--- src/hw/rtl/ogf_pkg.sv ---
// Shared package for the oriented Gaussian field value block.
// Holds payload and configuration types, fixed-point constants and the exp2 table.
// No dependencies; every other RTL file imports it.
`default_nettype none

package ogf_pkg;

  // Defaults for top-level parameters
  localparam int CORDIC_STEPS_DEF   = 24;
  localparam int EXP_TABLE_BITS_DEF = 8;
  localparam int FIFO_DEPTH_DEF     = 4;

  // Configuration port
  localparam int CFG_IDX_W = 3;
  localparam int CFG_W     = 32;

  typedef enum logic [CFG_IDX_W-1:0] {
    REG_CENTRE_X     = 3'd0,
    REG_CENTRE_Y     = 3'd1,
    REG_VELOCITY_X   = 3'd2,
    REG_VELOCITY_Y   = 3'd3,
    REG_SIGMA_ALONG  = 3'd4,
    REG_SIGMA_ACROSS = 3'd5
  } cfg_reg_t;

  // Datapath widths
  localparam int CW        = 36;          // rotation datapath
  localparam int DVD_W     = CW + 16;     // ratio dividend (magnitude << 16)
  localparam int RATIO_QB  = 22;          // ratio quotient bits resolved
  localparam int RATIO_W   = 21;          // clamped ratio width
  localparam int TRIAL_W   = 32 + RATIO_QB;
  localparam int NUM_W     = 60;          // density numerator
  localparam int QDEN_W    = 32;          // density quotient bits
  localparam int QWIDE_W   = NUM_W + QDEN_W;

  localparam logic [RATIO_W-1:0] RATIO_MAX     = 21'h100000;   // 16.0
  localparam logic [23:0]        GAIN_INV_Q24  = 24'd10187995;
  localparam logic [30:0]        LOG2E_Q30     = 31'd1549082005;
  localparam logic [29:0]        INV2PI_Q32    = 30'd683565276;
  localparam logic [15:0]        LN2_Q16       = 16'd45426;
  localparam logic [30:0]        ONE_Q30       = 31'h40000000;

  typedef struct packed {
    logic signed [31:0] query_x;
    logic signed [31:0] query_y;
  } in_item_t;

  typedef struct packed {
    logic [31:0] density;
    logic        saturated;
  } out_item_t;

  typedef struct packed {
    logic signed [31:0] centre_x;
    logic signed [31:0] centre_y;
    logic signed [31:0] velocity_x;
    logic signed [31:0] velocity_y;
    logic        [31:0] sigma_along;
    logic        [31:0] sigma_across;
  } cfg_t;

  // Classified item handed from front to back
  typedef struct packed {
    logic signed [33:0] x;
    logic signed [33:0] y;
    logic signed [32:0] vx;
    logic signed [32:0] vy;
    logic               vzero;
  } work_t;

  // 2^-(2^-(j+1)) in Q30
  function automatic logic [29:0] pow2_frac(input logic [3:0] j);
    logic [29:0] c;
    case (j)
      4'd0:    c = 30'd759250125;
      4'd1:    c = 30'd902905651;
      4'd2:    c = 30'd984625594;
      4'd3:    c = 30'd1028218693;
      4'd4:    c = 30'd1050733751;
      4'd5:    c = 30'd1062175491;
      4'd6:    c = 30'd1067942999;
      4'd7:    c = 30'd1070838486;
      4'd8:    c = 30'd1072289173;
      4'd9:    c = 30'd1073015252;
      4'd10:   c = 30'd1073378477;
      4'd11:   c = 30'd1073560135;
      default: c = 30'd0;
    endcase
    return c;
  endfunction

endpackage

`default_nettype wire

--- src/hw/rtl/ogf_front.sv ---
// Front stage: accept a query, offset it from the centre and fold the heading.
// Depends on ogf_pkg.
`default_nettype none

module ogf_front import ogf_pkg::*; (
  input  logic     clk,
  input  logic     rst_n,
  input  logic     in_valid,
  output logic     in_stall,
  input  in_item_t in_data,
  input  cfg_t     cfg,
  input  logic     q_full,
  output logic     q_push,
  output work_t    q_item
);

  logic               valid_r;
  work_t              item_r;
  work_t              item_nxt;
  logic signed [32:0] dx;
  logic signed [32:0] dy;

  always_comb begin
    dx = {in_data.query_x[31], in_data.query_x} - {cfg.centre_x[31], cfg.centre_x};
    dy = {in_data.query_y[31], in_data.query_y} - {cfg.centre_y[31], cfg.centre_y};
    item_nxt.vzero = (cfg.velocity_x == 32'sd0) && (cfg.velocity_y == 32'sd0);
    // Turn by half a circle when the heading points to negative x
    if (cfg.velocity_x[31]) begin
      item_nxt.x  = -{dx[32], dx};
      item_nxt.y  = -{dy[32], dy};
      item_nxt.vx = -{cfg.velocity_x[31], cfg.velocity_x};
      item_nxt.vy = -{cfg.velocity_y[31], cfg.velocity_y};
    end else begin
      item_nxt.x  = {dx[32], dx};
      item_nxt.y  = {dy[32], dy};
      item_nxt.vx = {cfg.velocity_x[31], cfg.velocity_x};
      item_nxt.vy = {cfg.velocity_y[31], cfg.velocity_y};
    end
  end

  assign in_stall = valid_r && q_full;
  assign q_push   = valid_r && !q_full;
  assign q_item   = item_r;

  always_ff @(posedge clk) begin
    if (!rst_n) begin
      valid_r <= 1'b0;
    end else if (!in_stall) begin
      valid_r <= in_valid;
    end
  end

  always_ff @(posedge clk) begin
    if (in_valid && !in_stall) begin
      item_r <= item_nxt;
    end
  end

endmodule

`default_nettype wire

--- config.mk ---
export PLATFORM = sky130hd
export DESIGN_NAME = ogf_front
export DESIGN_NICKNAME = d
export VERILOG_FILES = /design/src/hw/rtl/ogf_pkg.sv /design/src/hw/rtl/ogf_front.sv
export SDC_FILE = /design/constraint.sdc
export NUM_CORES = 1
export LEC_CHECK = 0
export ABC_CLOCK_PERIOD_IN_PS = 10100
export BUFFER_PORTS_ARGS = -buffer_cell sky130_fd_sc_hd__buf_4
export CAP_MARGIN = 20
export CORE_ASPECT_RATIO = 0.8
export CORE_UTILIZATION = 25
export CTS_CLUSTER_DIAMETER = 100
export CTS_CLUSTER_SIZE = 16
export DETAILED_ROUTE_END_ITERATION = 10
export PLACE_DENSITY = 0.52
export SLEW_MARGIN = 25
export SYNTH_ARGS = -nofsm -noshare
export SYNTH_HDL_FRONTEND = slang
export SYNTH_SLANG_ARGS = --single-unit
--- constraint.sdc ---
create_clock -name clk -period 10.1 [get_ports clk]
set_input_delay 2.02 -clock clk [delete_from_list [all_inputs] [get_ports clk]]
set_output_delay 2.02 -clock clk [all_outputs]
set_load 0.05 [all_outputs]
Word-level counts from Yosys, hierarchy flattened
Cells that the tools add are included.
{ "word_totals": {"in_bits": 260, "elab_cells": 22, "register_bits": 136} }
{ "op_classes": {"reduce_logical": 8, "muxes": 1, "addsub": 6} }
{ "op_table": {"columns": ["operator", "count"], "rows": [
  ["134-bit 2-to-1 mux", 1],
  ["34-bit negator", 2],
  ["33-bit negator", 2],
  ["32-bit by 32-bit subtractor with 33-bit output", 2],
  ["32-bit zero test", 2],
  ["1-bit logical AND", 4],
  ["1-bit zero test", 2]
]} }

Depth between registers and ports, before layout
{ "depth": {"ltp_word": 3, "mapped_depth": 13, "mapped_depth_nobuf": 13} }

Worst setup path after synthesis
No wires, ideal clock.
{ "synth_timing": {"path_type": "in2reg", "startpoint": "in q_full", "endpoint": "reg item_r (netlist bit q_item[0]) (enable)", "cell_stages": 2, "t_arrival_ps": 8337, "required_time_ps": 9456, "path_buffers": 0, "setup_time_ps": 644, "path_slack_ps": 1119, "cell_sequence": "and2_1 -> nor2b_1"} }
{ "synth_between": {"elab_chain_cells": 3} }
{ "synth_lines": {"columns": ["item", "line", "rtl"], "rows": [
  ["start, declared", "ogf_front.sv:12", "input logic q_full,"],
  ["1-bit logical AND", "ogf_front.sv:41", "assign in_stall = valid_r && q_full;"],
  ["1-bit zero test", "ogf_front.sv:54", "if (in_valid && !in_stall) begin"],
  ["1-bit logical AND", "ogf_front.sv:54", null],
  ["end signal, assigned", "ogf_front.sv:55", "item_r <= item_nxt;"],
  ["end, declared", "ogf_front.sv:18", "work_t item_r;"]
]} }
Every way passes these cells.
A chain may end at the register's enable or synchronous reset.

==> out/results.md <==
• **die span in y** 190 um
• **maximum number of pins on one net before global-route repair** 79
• **number of I/O port buffers** 332
• **type of element capturing the critical path** flip-flop
• **required time worst endpoint** 10.26 ns
• **CP Launch Type** input pin
• **clock skew** 0.00673 ns
• **crit-path leading delay family** compound AO/OA/AOI/OAI gates
• **number of hold violations in the final report** 0
• **setup slack at placement** 4.12 ns
• **total wirelength of the detailed-routed design** 35.0 mm
• **total of endpoints with negative setup slack in the final report** 0
• **count of flip-flops with a built-in enable after synthesis** 135
• **Setup TNS Final** 0 ns
• **TritonCTS clock tree** built
• **Global Route met1 Usage** 20.4%
• **met2 Usage GRT** 24.0%
• **leading cell types in the layout, fill and taps excluded** 335 x buf_4, 135 x edfxtp_1, 124 x xnor2_1
• **GRT Max-Usage Layer** met2
• **FFs w/ async S/R, synth** 0%
• **Syn Nets** 1522
• **detailed-route via count** 10000
• **Hold Path Origin** valid_r
• **routed via count divided by cell count** 4.83
• **Final Power** 0.00233 W
• **number of antenna violations at the first check in global routing** 0
• **FF-to-FF path depth** 4
• **mapped cell area** 11000 sq um
• **slew at the pin with the worst max-slew slack** 0.948 ns
• **router iterations before antenna repair** 5
• **setup slack on the worst flop-to-flop path** 7.69 ns
• **Critical Path Sink** q_item[133]
• **number of rows created at floorplan** 68
• **die outline area** 44900 sq um
• **diode insertion count for antenna repair** 0
• **number of buffers added by the clock tree synthesis step** 17
• **beginning of the critical path** in_data[32]
• **buffer depth of the longest clock path** 2
• **Syn Area/Cell** 9.24 sq um
• **Yosys cell types** 81
• **Placeable Area** 43300 sq um
• **Post-CTS Hold Buffers** 0
• **die outline width** 237 um
• **quantity of gates resized following cts** 0
• **max-slew violation total from the final report** 0
• **count of routing violations after the opening detailed-route iteration** 558
• **outcome** finished clean
• **proportion of layout cells with a drive suffix above 1** 26.0%
• **remaining routing DRC violations** 0
• **highest net fanout along the worst path** 8
• **pwr dens** 158 nW/um^2
• **vias in the first global route** 9644
• **setup repair after global routing missed its margin** false
• **total stage count of the critical path** 14
• **relative slew slack** 36.7%
• **H-tree level count** 4
• **gate count of the mapped netlist** 1192
• **average detailed-routed wire length per instance** 16.9 um
• **master of the slowest instance on the critical path** or3b_1
• **clk sinks** 136
• **remaining number of nets flagged by the antenna check after routing** 0
• **most common flop cell mapped by yosys** edfxtp_1
• **terminus of the critical flop-to-flop path** q_item[44]
• **Worst Setup Path Type** in -> reg
• **Nets** 1836
• **largest incremental delay on the critical path** 0.52 ns
• **number of top-level pins** 397
• **final cycle utilization of the critical path** 55.4%
• **yosys synthesis warning count** 0
• **crit path setup slack, layout** 4.51 ns
• **minimum clock period** 5.59 ns
• **total congestion overflow after global routing** 0
• **Bufs and invs on worst path** 2
• **peak supply drop** 0.112 mV
• **ordered list of cells on the worst path** buf_4 > inv_1 > ha_1 > fa_1 > nor2b_1 > o31a_1 > o2111a_1 > a21oi_2 > o21ai_1 > a211oi_1 > nor4bb_1 > or3b_1 > o41ai_1 > xor2_1
• **GRT Resource Usage Total** 15.1%
• **cell at the root of the clock tree** clkbuf_16
• **sequential-to-total area share from yosys stat** 37.0%
• **met3 usage** 3.26%
• **initial standard-cell utilization of the core** 25.4%
• **layout overhead on the synthesized area** 33.7%
• **clk_lat worst skew** 0.43 ns
• **first-pass GRT wire length** 53.1 mm
• **Setup Fix Bufs, Post-CTS** 0
• **launch point of the worst reg-to-reg path** valid_r
• **leakage power** 6.16 nW
• **reported max-cap violation count** 0
• **Post-DP HPWL** 28.2 mm
• **flops & latches, synth** 136
• **CTS clk-pin slew, worst paths** 0.07 ns
• **FMAX** 179 MHz
• **HP Class** reg -> reg
• **weighted congestion at the end of routability-driven global placement** 0.883
• **critical path arrival** 5.75 ns
• **most common cell after layout, fill and taps aside** buf_4
metal layers:
layer	routed length [um]	vias to the layer above	share of wire, %
met2	15800	275	45
met4	711	0	2.0
met5	0	-	0
met1	16600	4720	47
met3	1930	32	5.5
li1	-	5021	-
metrics by stage:
stage / utilization, % / instances / cell area [sq um] / hold WS [ns]
floorplan: - / 1192 / 11000 / 0.883
global placement: 32.5 / 2047 / 14100 / 0.664
detailed placement: 32.5 / 2047 / 14100 / 0.681
CTS: 34.0 / 2079 / 14700 / 0.696
global route: 34.0 / 2079 / 14700 / 0.743
finish: 34.0 / 2079 / 14700 / 0.692
area by class of cell:
type | count | area (sq um)
Timing Repair Buffer | 336 | 2530
Multi-Input combinational cell | 920 | 6440
Inverter | 95 | 357
Clock buffer | 17 | 425
Fill cell | 4491 | 28600
Clock inverter | 15 | 215
Tap cell | 560 | 701
Sequential cell | 136 | 4070
state kept, by name, summed over array words and instances, names as in the netlist:
name and cells:
q_item 135, valid_r 1
worst register-to-register path, delay by kind of cell (launching register included):
family        cells  cell delay [ns]
buf+inv           2             1.37
flops             1             0.30
simple gates      2             0.29
report_power, final:
part	total, W	switching (W)	internal [W]
combinational	0.000903	0.000585	0.000318
sequential	0.000737	0.0000214	0.000716
clock	0.000693	0.000273	0.000420
total	0.00233	0.000879	0.00145
Yosys cell counts, drive strengths merged, types with 5 or more instances:
library cell	count	area, sq um
buf	6	26.3
nor2	60	225
nand4	13	81.3
a21oi	73	369
or4	13	101
inv	95	357
o31ai	31	246
and2	10	62.6
nor4	13	93.8
and3	9	56.3
nand3b	6	45.0
o2111ai	6	52.6
a31oi	19	119
nand2b	11	68.8
edfxtp	135	4050
nand3	17	85.1
o31a	5	43.8
nor3	23	115
nor2b	12	82.6
a211oi	11	100
o211ai	9	67.6
ha	68	851
clkbuf	35	131
o21ai	84	420
nand2	103	387
xor2	43	377
a21o	33	248
o41ai	13	121
or3	22	143
or2	14	87.6
and4	5	43.8
xnor2	124	1090
o21a	7	52.6
logic make-up (layout without fill, tap and decap cells):
family	after synthesis	in the layout	synth area share, %
fa+ha+maj	70	70	8.08
simple gates	345	345	16.4
buf+inv	136	463	4.67
compound gates	332	332	20.1
mux	5	5	0.466
other cells	1	1	0.0340
flops	136	136	37.0
xor+xnor	167	167	13.3
worst min-delay path by stage:
stage,end,cells past startpoint
final,valid_r,2
after global routing,valid_r,2
after CTS,valid_r,2
after floorplan,valid_r,2
after global placement,valid_r,2
after detailed placement,valid_r,2
No activity file was read; power rests on OpenSTA's default activity.
