## src/hw/rtl/ogf_pkg.sv

```systemverilog
// Shared package for the oriented Gaussian field value block.
// Holds payload and configuration types, fixed-point constants and the exp2 table.
// No dependencies; every other RTL file imports it.
`default_nettype none

package ogf_pkg;

  // Defaults for top-level parameters
  localparam int CORDIC_STEPS_DEF   = 24;
  localparam int EXP_TABLE_BITS_DEF = 8;
  localparam int FIFO_DEPTH_DEF     = 4;

  // Configuration port
  localparam int CFG_IDX_W = 3;
  localparam int CFG_W     = 32;

  typedef enum logic [CFG_IDX_W-1:0] {
    REG_CENTRE_X     = 3'd0,
    REG_CENTRE_Y     = 3'd1,
    REG_VELOCITY_X   = 3'd2,
    REG_VELOCITY_Y   = 3'd3,
    REG_SIGMA_ALONG  = 3'd4,
    REG_SIGMA_ACROSS = 3'd5
  } cfg_reg_t;

  // Datapath widths
  localparam int CW        = 36;          // rotation datapath
  localparam int DVD_W     = CW + 16;     // ratio dividend (magnitude << 16)
  localparam int RATIO_QB  = 22;          // ratio quotient bits resolved
  localparam int RATIO_W   = 21;          // clamped ratio width
  localparam int TRIAL_W   = 32 + RATIO_QB;
  localparam int NUM_W     = 60;          // density numerator
  localparam int QDEN_W    = 32;          // density quotient bits
  localparam int QWIDE_W   = NUM_W + QDEN_W;

  localparam logic [RATIO_W-1:0] RATIO_MAX     = 21'h100000;   // 16.0
  localparam logic [23:0]        GAIN_INV_Q24  = 24'd10187995;
  localparam logic [30:0]        LOG2E_Q30     = 31'd1549082005;
  localparam logic [29:0]        INV2PI_Q32    = 30'd683565276;
  localparam logic [15:0]        LN2_Q16       = 16'd45426;
  localparam logic [30:0]        ONE_Q30       = 31'h40000000;

  typedef struct packed {
    logic signed [31:0] query_x;
    logic signed [31:0] query_y;
  } in_item_t;

  typedef struct packed {
    logic [31:0] density;
    logic        saturated;
  } out_item_t;

  typedef struct packed {
    logic signed [31:0] centre_x;
    logic signed [31:0] centre_y;
    logic signed [31:0] velocity_x;
    logic signed [31:0] velocity_y;
    logic        [31:0] sigma_along;
    logic        [31:0] sigma_across;
  } cfg_t;

  // Classified item handed from front to back
  typedef struct packed {
    logic signed [33:0] x;
    logic signed [33:0] y;
    logic signed [32:0] vx;
    logic signed [32:0] vy;
    logic               vzero;
  } work_t;

  // 2^-(2^-(j+1)) in Q30
  function automatic logic [29:0] pow2_frac(input logic [3:0] j);
    logic [29:0] c;
    case (j)
      4'd0:    c = 30'd759250125;
      4'd1:    c = 30'd902905651;
      4'd2:    c = 30'd984625594;
      4'd3:    c = 30'd1028218693;
      4'd4:    c = 30'd1050733751;
      4'd5:    c = 30'd1062175491;
      4'd6:    c = 30'd1067942999;
      4'd7:    c = 30'd1070838486;
      4'd8:    c = 30'd1072289173;
      4'd9:    c = 30'd1073015252;
      4'd10:   c = 30'd1073378477;
      4'd11:   c = 30'd1073560135;
      default: c = 30'd0;
    endcase
    return c;
  endfunction

endpackage

`default_nettype wire

```

## src/hw/rtl/ogf_fifo.sv

```systemverilog
// Short queue decoupling the front stage from the arithmetic back end.
// Depends on ogf_pkg.
`default_nettype none

module ogf_fifo import ogf_pkg::*; #(
  parameter int DEPTH = FIFO_DEPTH_DEF
) (
  input  logic  clk,
  input  logic  rst_n,
  input  logic  push,
  input  work_t din,
  output logic  full,
  input  logic  pop,
  output work_t dout,
  output logic  empty
);

  localparam int AW   = (DEPTH > 1) ? $clog2(DEPTH) : 1;
  localparam int CNTW = $clog2(DEPTH + 1);

  work_t           mem_r [DEPTH];
  logic [AW-1:0]   wp_r;
  logic [AW-1:0]   rp_r;
  logic [CNTW-1:0] cnt_r;

  assign full  = (cnt_r == CNTW'(DEPTH));
  assign empty = (cnt_r == '0);
  assign dout  = mem_r[rp_r];

  always_ff @(posedge clk) begin
    if (!rst_n) begin
      wp_r  <= '0;
      rp_r  <= '0;
      cnt_r <= '0;
    end else begin
      if (push) begin
        wp_r <= (wp_r == AW'(DEPTH - 1)) ? '0 : wp_r + 1'b1;
      end
      if (pop) begin
        rp_r <= (rp_r == AW'(DEPTH - 1)) ? '0 : rp_r + 1'b1;
      end
      cnt_r <= cnt_r + CNTW'(push) - CNTW'(pop);
    end
  end

  always_ff @(posedge clk) begin
    if (push) begin
      mem_r[wp_r] <= din;
    end
  end

endmodule

`default_nettype wire

```

## config.mk

```make
export PLATFORM = sky130hd
export DESIGN_NAME = ogf_fifo
export DESIGN_NICKNAME = d
export VERILOG_FILES = /design/src/hw/rtl/ogf_pkg.sv /design/src/hw/rtl/ogf_fifo.sv
export SDC_FILE = /design/constraint.sdc
export NUM_CORES = 1
export LEC_CHECK = 0
export BUFFER_PORTS_ARGS = -buffer_cell sky130_fd_sc_hd__buf_4
export CAP_MARGIN = 20
export CORE_ASPECT_RATIO = 0.7
export CORE_MARGIN = 4
export CORE_UTILIZATION = 44
export DETAILED_ROUTE_END_ITERATION = 8
export SLEW_MARGIN = 0
export SYNTH_ARGS = -nofsm -noshare
export SYNTH_HDL_FRONTEND = slang
export SYNTH_SLANG_ARGS = --single-unit
export TNS_END_PERCENT = 1
```

## constraint.sdc

```tcl
create_clock -name clk -period 6.4 [get_ports clk]
set_clock_uncertainty 0.15 [all_clocks]
set_input_delay 0.64 -clock clk [delete_from_list [all_inputs] [get_ports clk]]
set_output_delay 0.64 -clock clk [all_outputs]
set_load 0.005 [all_outputs]
```

Word level (Yosys, flattened, before mapping)
Memories as Yosys holds them, arrays and structs flattened. A register that Yosys moved wholly into a read port is not among the register bits.
Cells that the tools add are included.
Storage, ports and cells
  RAM bits: 540
  output and inout bits: 137
  memories kept: 1
  word-level logic and storage cells: 18
  flip-flop bits (word level): 7
  input port bits: 139
Cells by class
  reduce and logical (&&, ||, !) cells: 1
  add/subtract/negate cells: 4
  muxes and demuxes: 6
  equal/unequal tests: 3
Memory list
  mem_r: depth 4, bits a word 135, read ports 1, clocked after Yosys merged registers in 1, wr ports 1, RTL line ogf_fifo.sv:21  | work_t mem_r [DEPTH];
Operators by type and width (number)
  $mux W2: 4
  $add A2 B1 Y2 const B: 2
  $eq A2 B2 Y1 const B: 2
  $add A3 B1 Y3: 1
  $eq A3 B3 Y1 const B: 1
  $logic_not A3 Y1: 1
  $sub A3 B1 Y3: 1
  $mux W1: 2

Depth between registers and ports, before layout
Gate-level depths: netlist of run 1.
  depth after elaboration: 4
  gate-level depth with buffers: 7
  gate-level depth less buffers: 7

Worst setup path before layout of run 1
OpenSTA, ideal clock, no wires.
  path kind: input to register
  start point: input port push
  end point: memory mem_r[0][0] in the netlist's numbering, enable pin
  stages on the path: 1
  buffers on the path: 0
  path slack: 2011 ps
  data required time: 5740 ps
  library setup time: 510 ps
  data arrival time: 3729 ps
  cells stage by stage: and2_1
Between the ends
  cells in the longest elaborated chain, start to end: 2
RTL lines
  from (decl): RTL line ogf_fifo.sv:10  | input logic push,
  $mux W1: RTL line ogf_fifo.sv:47  | if (push) begin
  $mux W1 (not written as such): RTL line ogf_fifo.sv:48  | mem_r[wp_r] <= din;
  to (decl): RTL line ogf_fifo.sv:21
Every way passes these cells.

==> qor.txt, run 1 <==
Post-Layout Cell Count = 1689
largest family of logic cells by synthesized area = multiplexers
syn nets = 896
cell family with most CP delay = flip-flops
hold path cells = 1
CTS Buf Count = 51
Yosys cell types = 19
row count = 64
power per cell area = 320 nW/um^2
Post-synth EDFFs = 540
Chip Width = 262 um
CTS H-tree depth = 2
area growth from synthesis to layout = 21.9%
crit start category = register
most used cell, CP = buf_4
area of the multi-input gates = 3300 um^2
drt pass-1 iters = 4
share of the clock period used by the worst path = 60.2%
clock sinks = 549
Final min period = 3.85 ns
Die Area = 48800 um^2
GRT Util Overall = 15.8%
Core Area = 44200 um^2
Crit Reg-Reg Startpoint = wp_r[1]
ys async rst share = 0%
Die H = 186 um
R2R Path End = mem_r[1][3]
crit path buf inv count = 2
Tot Pwr = 7.76 mW
Skew-Pair Late Insertion Delay = 0.56 ns
detailed placer's ending HPWL = 22600 um
GPL Wtd Cong = 0.678
Post-Synth Simple-Gate Area = 0.453%
Pins Over Slew Limit = 0
largest cells by area after synthesis = edfxtp_1, mux4_2, dfxtp_1
CP endpoint kind = output pin
fmax = 259 MHz
largest area contributor in the netlist = edfxtp_1
I/O pin total = 276
average cell area after synthesis = 26.6 um^2
first-pass GRT wire length = 59200 um
pin count of the biggest net entering global routing = 76
top cell type's share of synthesized area = 81.5%
worst reg2reg setup slack = 3.87 ns
port bufs = 275
Yosys reg bits = 549
grt met2 use = 25.0%
slew margin rel. = 32.3%
critical path peak fanout = 43
synth cell count leaders = edfxtp_1, mux4_2, buf_2, dfxtp_1
initial antenna violation count = 1
final WL = 38600 um
mux contribution to synthesized area = 15.4%
final-report hold violation count = 0
most common cell in the synthesized netlist = edfxtp_1
final layout net count = 1203
vias post-DR = 8719
hold-critical path endpoint = mem_r[2][15]
Hold-fix buffers, CTS = 0
RSZ-0062 raised after global routing = false
busiest grt layer = met2
CP Data Arrival Time = 3.06 ns
Reg2Reg Depth = 4
clock root buffer master = clkbuf_16
top_reg_cell synth = edfxtp_1
layout cells sized above 1 = 45.1%
final setup TNS = 0 ns
compound-gate portion of the synthesized area = 0.0503%
Ys Warns = 0
Hold Path Origin = din[15]
number of global-route vias before repair = 9420
DR DRC count = 0
CP max stage cell = dfxtp_4
critical path class = reg2out
Post-Synth Adder-Cell Area = 0.541%
Syn Inst Count = 749
GR Util met1 = 22.2%
worst endpoint required time = 5.61 ns
Iter 0 DRT Violations = 505
CP max stage delay = 0.97 ns
postcts setup bufs = 0
CTS tree = built
met3 Resource Use GR = 4.76%
Max clock buf depth = 3
post_cts resized = 0
mapped cell area = 19900 um^2
routed vias/inst = 5.16
XOR/XNOR share of the synthesized area = 0.119%
Fillers = 3355
Leak = 8.10 nW
flip-flop and latch area = 16400 um^2
Clock transition at path regs = 0.06 ns
total of max-cap violations = 0
Peak VDD IR = 225 uV
CP cell instances = buf_4 > mux4_2 > buf_4
Least-Margin Pin Slew = 1.02 ns
Setup-failing EPs final = 0
wire length per cell = 22.9 um
Worst Hold Class = in2reg
Initial Util = 45.0%
grt ovf = 0
Seq/Total Area, Yosys = 82.4%
Placed Cells = 1597
status = finished clean
Routed Antenna Nets = 0
worst hold slack = 0.116 ns
## metrics by stage
stage | util [%] | setup WS (ns) | area [um^2]
6_report | 54.9 | 2.55 | 24300
5_1_grt | 54.9 | 2.24 | 24300
4_1_cts | 54.9 | 2.38 | 24300
3_5_place_dp | 51.3 | 3.00 | 22700
3_3_place_gp | 51.3 | 3.04 | 22700
2_1_floorplan | - | 2.01 | 19900
## where the power goes
part / internal [mW] / total [mW] / switching (mW)
clock network: 1.69 / 2.92 / 1.24
registers: 4.11 / 4.16 / 0.0564
logic: 0.372 / 0.668 / 0.297
## layer usage
layer  vias to the layer above  routed length [um]  part of all wire [%]
met5                         -                  10                 0.026
met4                         2                 813                   2.1
li1                       3849                   -                     -
met3                        61                2680                   6.9
met2                       224               18500                    48
met1                      4583               16600                    43
## layout by cell type (no fill, tap or decap), drive strengths merged
master,n
a21oi,2
and2,6
nand2b,2
nor2,3
edfxtp,540
and3,1
bufinv,5
buf,284
mux4,135
nor3,1
fa,1
clkinv,21
diode,2
mux2i,2
or3b,2
ha,7
dfxtp,9
inv,8
xor3,1
clkbuf,63
## cells by family after synthesis
kind of cell / after synthesis
flip-flops: 549
multiplexers: 137
buffers and inverters: 37
AND/OR/NAND/NOR: 15
adder cells (fa/ha/maj): 8
AO/OA/AOI/OAI: 2
XOR/XNOR: 1
## sequential cells by signal, indices dropped and copies added, names as in the netlist, named ones only
| signal | flops |
|---|---|
| wp_r | 2 |
| cnt_r | 3 |
| mem_r | 540 |
| rp_r | 2 |
## how the worst max path moves through the flow
stage                   from           to  slack (ns)  depth (start not counted)
floorplan               push  mem_r[0][0]        2.01                          1
global placement    register     dout[63]        3.04                          3
detailed placement  register     dout[53]        3.00                          3
CTS                 register     dout[53]        2.38                          3
global route        register      dout[2]        2.24                          3
finish              register     dout[53]        2.55                          3
## final cells by class
cell class                      instances  share of cell area [%]
Inverter                                7                   0.108
Clock inverter                         27                    1.10
Timing Repair Buffer                  284                    8.99
Antenna cell                            2                  0.0206
Clock buffer                           63                    5.53
Sequential cell                       549                    67.6
Tap cell                              594                    3.06
Multi-Input combinational cell        163                    13.6
Power figures use the tool's default switching activity.
==> run 2, diff against run 1 <==
--- a/config.mk
+++ b/config.mk
@@ -11,6 +11,7 @@
 export CORE_MARGIN = 4
 export CORE_UTILIZATION = 44
 export DETAILED_ROUTE_END_ITERATION = 8
+export PLACE_DENSITY = 0.66
 export SLEW_MARGIN = 0
 export SYNTH_ARGS = -nofsm -noshare
 export SYNTH_HDL_FRONTEND = slang
==> constraint.sdc (replaced) <==
create_clock -name clk -period 3.4 [get_ports clk]
set_clock_uncertainty 0.15 [all_clocks]
set_input_delay 0.34 -clock clk [delete_from_list [all_inputs] [get_ports clk]]
set_output_delay 0.34 -clock clk [all_outputs]
set_load 0.005 [all_outputs]
==> run 2 against run 1 <==
Against the previous run:
- setup slack worse by 2.0 ns
- sequential cell count unchanged
- global-route usage up 0.58 points
- sequential share of layout area decreased by 4.1 points
- largest cell class unchanged
==> qor.txt, run 2 (same netlist as run 1, synthesis figures left out) <==
worst reg2reg setup slack = 1.28 ns (-2.59 ns)
clock root buffer master = clkbuf_16
post-route setup slack = 0.548 ns (-2.00 ns)
status = finished clean
Post-Layout Cell Count = 1847 (+9.4%)
Placed Cells = 1614 (+1.1%)
postcts setup bufs = 0 (unchanged)
Peak VDD IR = 426 uV (+90%)
drt pass-1 iters = 5 (+1)
worst endpoint required time = 2.91 ns (-2.70 ns)
CP endpoint kind = output pin
CTS H-tree depth = 2 (unchanged)
DR DRC count = 0 (unchanged)
CP max stage delay = 0.71 ns (-0.26 ns)
final WL = 40500 um (+4.8%)
Clock transition at path regs = 0.06 ns (about the same)
CP cell instances = buf_12 > mux4_2 > buf_4
CP max stage cell = dfxtp_4
Core Area = 44200 um^2 (unchanged)
commonest non-fill, non-tap cells in the layout = edfxtp_1, buf_4, dlygate4sd3_1, mux4_2, clkbuf_16
max reg flops = 540 (unchanged)
pin count of the biggest net entering global routing = 79 (+3.9%)
grt ovf = 0 (unchanged)
Leak = 8.78 nW (+8.4%)
layout cells sized above 1 = 41.2% (-3.9 points)
CTS tree = built
Max clock buf depth = 3 (unchanged)
Iter 0 DRT Violations = 662 (+31%)
detailed placer's ending HPWL = 24900 um (+10%)
Least-Margin Pin Slew = 0.645 ns (-0.371 ns)
Largest regs = mem_r: 540 flops, cnt_r: 3 flops
CTS Buf Count = 51 (unchanged)
final-report hold violation count = 0 (unchanged)
final layout net count = 1358 (+13%)
routed vias/inst = 5.14 (-0.48%)
Skew-Pair Late Insertion Delay = 0.56 ns (about the same)
vias post-DR = 9489 (+8.8%)
Chip Width = 262 um (unchanged)
Post-DP Area = 22900 um^2 (+1.1%)
critical path class = reg2out
first-pass GRT wire length = 61800 um (+4.4%)
Final min period = 2.85 ns
CP Data Arrival Time = 2.36 ns (-0.70 ns)
Post-Route Utilization = 58.5% (+3.6 points)
RSZ-0062 raised after global routing = false
Die H = 186 um (unchanged)
power per cell area = 565 nW/um^2 (+77%)
GPL Wtd Cong = 0.705 (+4.0%)
GRT Util Overall = 16.4% (+0.58 points)
commonest non-fill, non-tap cell in the layout = edfxtp_1
critical path peak fanout = 29 (-33%)
final setup TNS = 0 ns (unchanged)
fmax = 351 MHz
slew margin rel. = 57.0% (+25 points)
crit start category = register
post-layout instance area = 25900 um^2 (+6.5%)
initial antenna violation count = 6 (+5)
clock sinks = 549 (unchanged)
Biggest register = mem_r
Reg2Reg Depth = 3 (-1)
area growth from synthesis to layout = 29.9%
wire length per cell = 21.9 um (-4.2%)
Hold-fix buffers, CTS = 138 (+138)
Worst Hold Class = reg2reg
worst hold slack = 0.364 ns (+0.248 ns)
number of global-route vias before repair = 10.3k (+8.9%)
Die Area = 48800 um^2 (unchanged)
Initial Util = 45.0% (unchanged)
post_cts resized = 0 (unchanged)
Tot Pwr = 14.6 mW (+88%)
Pins Over Slew Limit = 0 (unchanged)
Routed Antenna Nets = 0 (unchanged)
row count = 64 (unchanged)
Setup-failing EPs final = 0 (unchanged)
port bufs = 275 (unchanged)
total of max-cap violations = 0 (unchanged)
Place WS = 1.07 ns (-1.93 ns)
I/O pin total = 276 (unchanged)
R2R Path End = mem_r[3][80]
Hold Path Origin = rp_r[0]
hold path cells = 2 (+1)
Crit Reg-Reg Startpoint = wp_r[0]
share of the clock period used by the worst path = 83.9%
run 2: cell types whose count changed in the layout (fill, tap and decap cells not counted), sizes merged:
| cell | change |
|---|---|
| diode | -1 |
| clkinv | +7 |
| bufinv | -3 |
| clkinvlp | +3 |
| dlygate4sd3 | +138 |
| buf | +17 |
| clkbuf | -3 |
run 2: area by class of cell:
cell class / count / area [um^2]
antenna: 1 / 2.50
inverter: 7 / 26.3
clock inverter: 34 / 213
clock buffer: 60 / 1350
multi-input combinational: 163 / 3300
fill: 3232 / 18300
tap: 594 / 743
sequential: 549 / 16400
timing repair buffer: 439 / 3820
run 2: routing by layer:
layer  global-route usage [%]  routed length, um  vias up
met1                     22.8              17400     4994
met2                     26.7              20000      261
li1                         -                  -     4166
met4                     3.65                687        6
met5                        0                 34        -
met3                     4.31               2350       62
run 2: where the power goes:
group / internal [mW] / switching, mW
Combinational: 0.839 / 0.629
Sequential: 7.73 / 0.0896
Clock: 2.99 / 2.34
Total: 11.6 / 3.06
run 2: worst max path at each step:
stage	from	endpoint	slack (ns)	cells past startpoint
floorplan	wp_r[0]	mem_r[2][0]	-0.89	3
detailed placement	register	dout[26]	1.07	3
global route	register	dout[60]	0.38	3
CTS	register	dout[26]	0.44	3
global placement	register	dout[53]	1.09	3
finish	register	dout[60]	0.55	3
run 2: critical path: cells and delay by family, from the launching register on:
family | cells | cell delay (ns)
buf+inv | 2 | 0.48
flops | 1 | 0.71
mux | 1 | 0.57
==> run 3, diff against run 2 <==
--- a/config.mk
+++ b/config.mk
@@ -5,13 +5,13 @@
 export SDC_FILE = /design/constraint.sdc
 export NUM_CORES = 1
 export LEC_CHECK = 0
+export ABC_AREA = 1
 export BUFFER_PORTS_ARGS = -buffer_cell sky130_fd_sc_hd__buf_4
 export CAP_MARGIN = 20
 export CORE_ASPECT_RATIO = 0.7
 export CORE_MARGIN = 4
 export CORE_UTILIZATION = 44
 export DETAILED_ROUTE_END_ITERATION = 8
-export PLACE_DENSITY = 0.66
 export SLEW_MARGIN = 0
 export SYNTH_ARGS = -nofsm -noshare
 export SYNTH_HDL_FRONTEND = slang
==> constraint.sdc (replaced) <==
create_clock -name clk -period 2.65 [get_ports clk]
set_clock_uncertainty 0.15 [all_clocks]
set_input_delay 0.265 -clock clk [delete_from_list [all_inputs] [get_ports clk]]
set_output_delay 0.265 -clock clk [all_outputs]
set_load 0.005 [all_outputs]
==> run 3 against run 2 <==
Against the previous run:
- power up 34%
- die area up 8.9%
- synthesized cell count up 120%
- setup slack worse by 0.36 ns
- clock power up 35%
- critical path type unchanged
- critical endpoint is now dout[125]
- largest cell class unchanged
- highest routed layer unchanged
==> qor.txt, run 3 <==
status = finished clean
largest cells by area after synthesis = edfxtp_1, inv_1, nand2_1
vias post-DR = 13.2k (+39%)
final WL = 46100 um (+14%)
layout cells sized above 1 = 19.5% (-22 points)
Final min period = 2.47 ns
final-report hold violation count = 0 (unchanged)
commonest non-fill, non-tap cells in the layout = edfxtp_1, buf_4, inv_1, nand2_1, dlygate4sd3_1
first-pass GRT wire length = 71600 um (+16%)
switching power = 4.49 mW (+47%)
top_reg_cell synth = edfxtp_1
CP endpoint kind = output pin
critical path class = reg2out
Seq pwr share = 51.5% (-2.0 points)
commonest non-fill, non-tap cell in the layout = edfxtp_1
DR DRC count = 0 (unchanged)
Sw Share = 22.9% (+2.0 points)
P_int = 15.1 mW (+31%)
Die Area = 53100 um^2 (+8.9%)
ys async rst share = 0% (unchanged)
initial antenna violation count = 4 (-2)
Comb power frac = 11.9% (+1.9 points)
clock root buffer master = clkbuf_16
row count = 67 (+4.7%)
Iter 0 DRT Violations = 940 (+42%)
max reg flops = 540 (unchanged)
crit start category = register
mapped cell area = 21700 um^2 (+9.2%)
final layout net count = 2197 (+62%)
Clock transition at path regs = 0.06 ns (about the same)
Chip Width = 274 um (+4.4%)
top cell type's share of synthesized area = 74.6% (-6.9 points)
routed vias/inst = 4.81 (-6.5%)
synth cell count leaders = edfxtp_1, inv_1, nand2_1, o211ai_1, a21oi_1
post-layout instance area = 27600 um^2 (+6.9%)
Peak VDD IR = 523 uV (+23%)
Ys Warns = 0 (unchanged)
average cell area after synthesis = 13.3 um^2 (-50%)
number of global-route vias before repair = 12.9k (+25%)
Skew-Pair Late Insertion Delay = 0.57 ns (about the same)
drt pass-1 iters = 5 (unchanged)
syn nets = 1781 (+99%)
Syn Inst Count = 1634 (+120%)
Largest regs = mem_r: 540 flops, cnt_r: 3 flops
power per cell area = 709 nW/um^2 (+26%)
post_cts resized = 0 (unchanged)
CP Data Arrival Time = 2.05 ns (-0.31 ns)
grt ovf = 0 (unchanged)
critical path peak fanout = 14 (-52%)
Pins Over Slew Limit = 0 (unchanged)
Least-Margin Pin Slew = 0.667 ns (+0.0218 ns)
RSZ-0062 raised after global routing = false
I/O pin total = 276 (unchanged)
detailed placer's ending HPWL = 27300 um (+9.3%)
port bufs = 275 (unchanged)
CTS tree = built
Initial Util = 45.0% (-0.080 points)
Tot Pwr = 19.6 mW (+34%)
worst endpoint required time = 2.24 ns (-0.67 ns)
Post-synth EDFFs = 540 (unchanged)
Post-DP Area = 24600 um^2 (+7.3%)
Die H = 194 um (+4.3%)
largest area contributor in the netlist = edfxtp_1
Leak = 10.7 nW (+22%)
Routed Antenna Nets = 0 (unchanged)
Yosys cell types = 20 (+1)
Setup-failing EPs final = 0 (unchanged)
pin count of the biggest net entering global routing = 83 (+5.1%)
final setup TNS = 0 ns (unchanged)
slew margin rel. = 55.4% (-1.5 points)
clock sinks = 549 (unchanged)
GPL Wtd Cong = 0.743 (+5.3%)
share of the clock period used by the worst path = 93.1%
most common cell in the synthesized netlist = edfxtp_1
Biggest register = mem_r
GRT Util Overall = 16.9% (+0.51 points)
Worst Hold Class = in2reg
clock share of power = 36.6% (about the same)
Yosys reg bits = 549 (unchanged)
fmax = 405 MHz
Seq/Total Area, Yosys = 75.4% (-7.0 points)
Core Area = 48400 um^2 (+9.4%)
CTS Buf Count = 53 (+3.9%)
total of max-cap violations = 0 (unchanged)
wire length per cell = 16.8 um (-24%)
Max clock buf depth = 3 (unchanged)
area growth from synthesis to layout = 27.1%
CTS H-tree depth = 2 (unchanged)
-- run 3: cell count changes after synthesis, moves of 19 or more --
cell / delta
buf_6: +19
a21oi_1: +126
nand2_1: +281
o21ai_0: +31
mux4_2: -135
o211ai_1: +135
o21ai_1: +105
buf_2: +29
inv_1: +278
-- run 3: cell families (layout without fill, tap and decap cells) --
logic type,after synthesis,after routing,share of synthesized area [%]
AO/OA/AOI/OAI,409,409,11.1
buffers and inverters,376,835,7.88
flip-flops,549,549,75.4
adder cells (fa/ha/maj),8,8,0.495
other,0,3,0
XOR/XNOR,1,1,0.0403
AND/OR/NAND/NOR,291,291,5.04
-- run 3: power by group through the flow --
stage / combinational [mW] / sequential [mW] / clock (mW)
2_1_floorplan: 1.07 / 10.3 / 0
3_5_place_dp: 2.18 / 10.3 / 0
6_report: 2.33 / 10.1 / 7.17
5_1_grt: 2.59 / 10.1 / 7.74
3_3_place_gp: 2.15 / 10.3 / 0
4_1_cts: 2.36 / 10.1 / 7.39
-- run 3: layout make-up --
cell class                 count  area [um^2]
inverter                     285         1080
clock inverter                35          285
multi-input combinational    709         3650
tap                          655          820
timing repair buffer         452         4020
clock buffer                  63         1360
fill                        3876        20700
sequential                   549        16400
antenna                        3         7.51
-- run 3: per-layer routing --
metal	wire length [um]	GRT usage [%]
met5	7	0
met4	915	3.93
met3	2810	4.11
met2	21900	27.6
met1	20500	23.1
-- run 3: through the flow --
step                      hold WS (ns)  utilization [%]  worst slack (ns)  cells
after floorplan                  0.208                -            -0.503   1634
after global placement           0.317             50.8             0.538   2511
after global routing             0.253             57.1            0.0247   2751
after detailed placement         0.318             50.8             0.540   2511
after CTS                        0.237             57.1             0.117   2747
final                            0.276             57.1             0.183   2751
-- run 3: what timing repair did --
item                                    CTS  global route
endpoints found under the setup margin    0             1
buffers inserted                          0             1
hold buffers                            138             0
hold endpoints to repair                549             0
-- run 3: worst paths after layout --
kind	slack (ns)	start	to	depth (start not counted)
worst max-delay path	0.18	register	dout[125]	6
worst min-delay path	0.28	din[21]	mem_r[1][21]	2
worst max register to register	0.58	wp_r[0]	mem_r[2][58]	5
worst min register to register	0.35	rp_r[0]	register	2
-- run 3: worst max-delay path: stages, from the launching register on --
cell and delay (ns):
dfxtp_4 0.59, buf_6 0.24, buf_4 0.18, a21oi_1 0.07, o21ai_0 0.08, nand2_1 0.15, buf_4 0.17
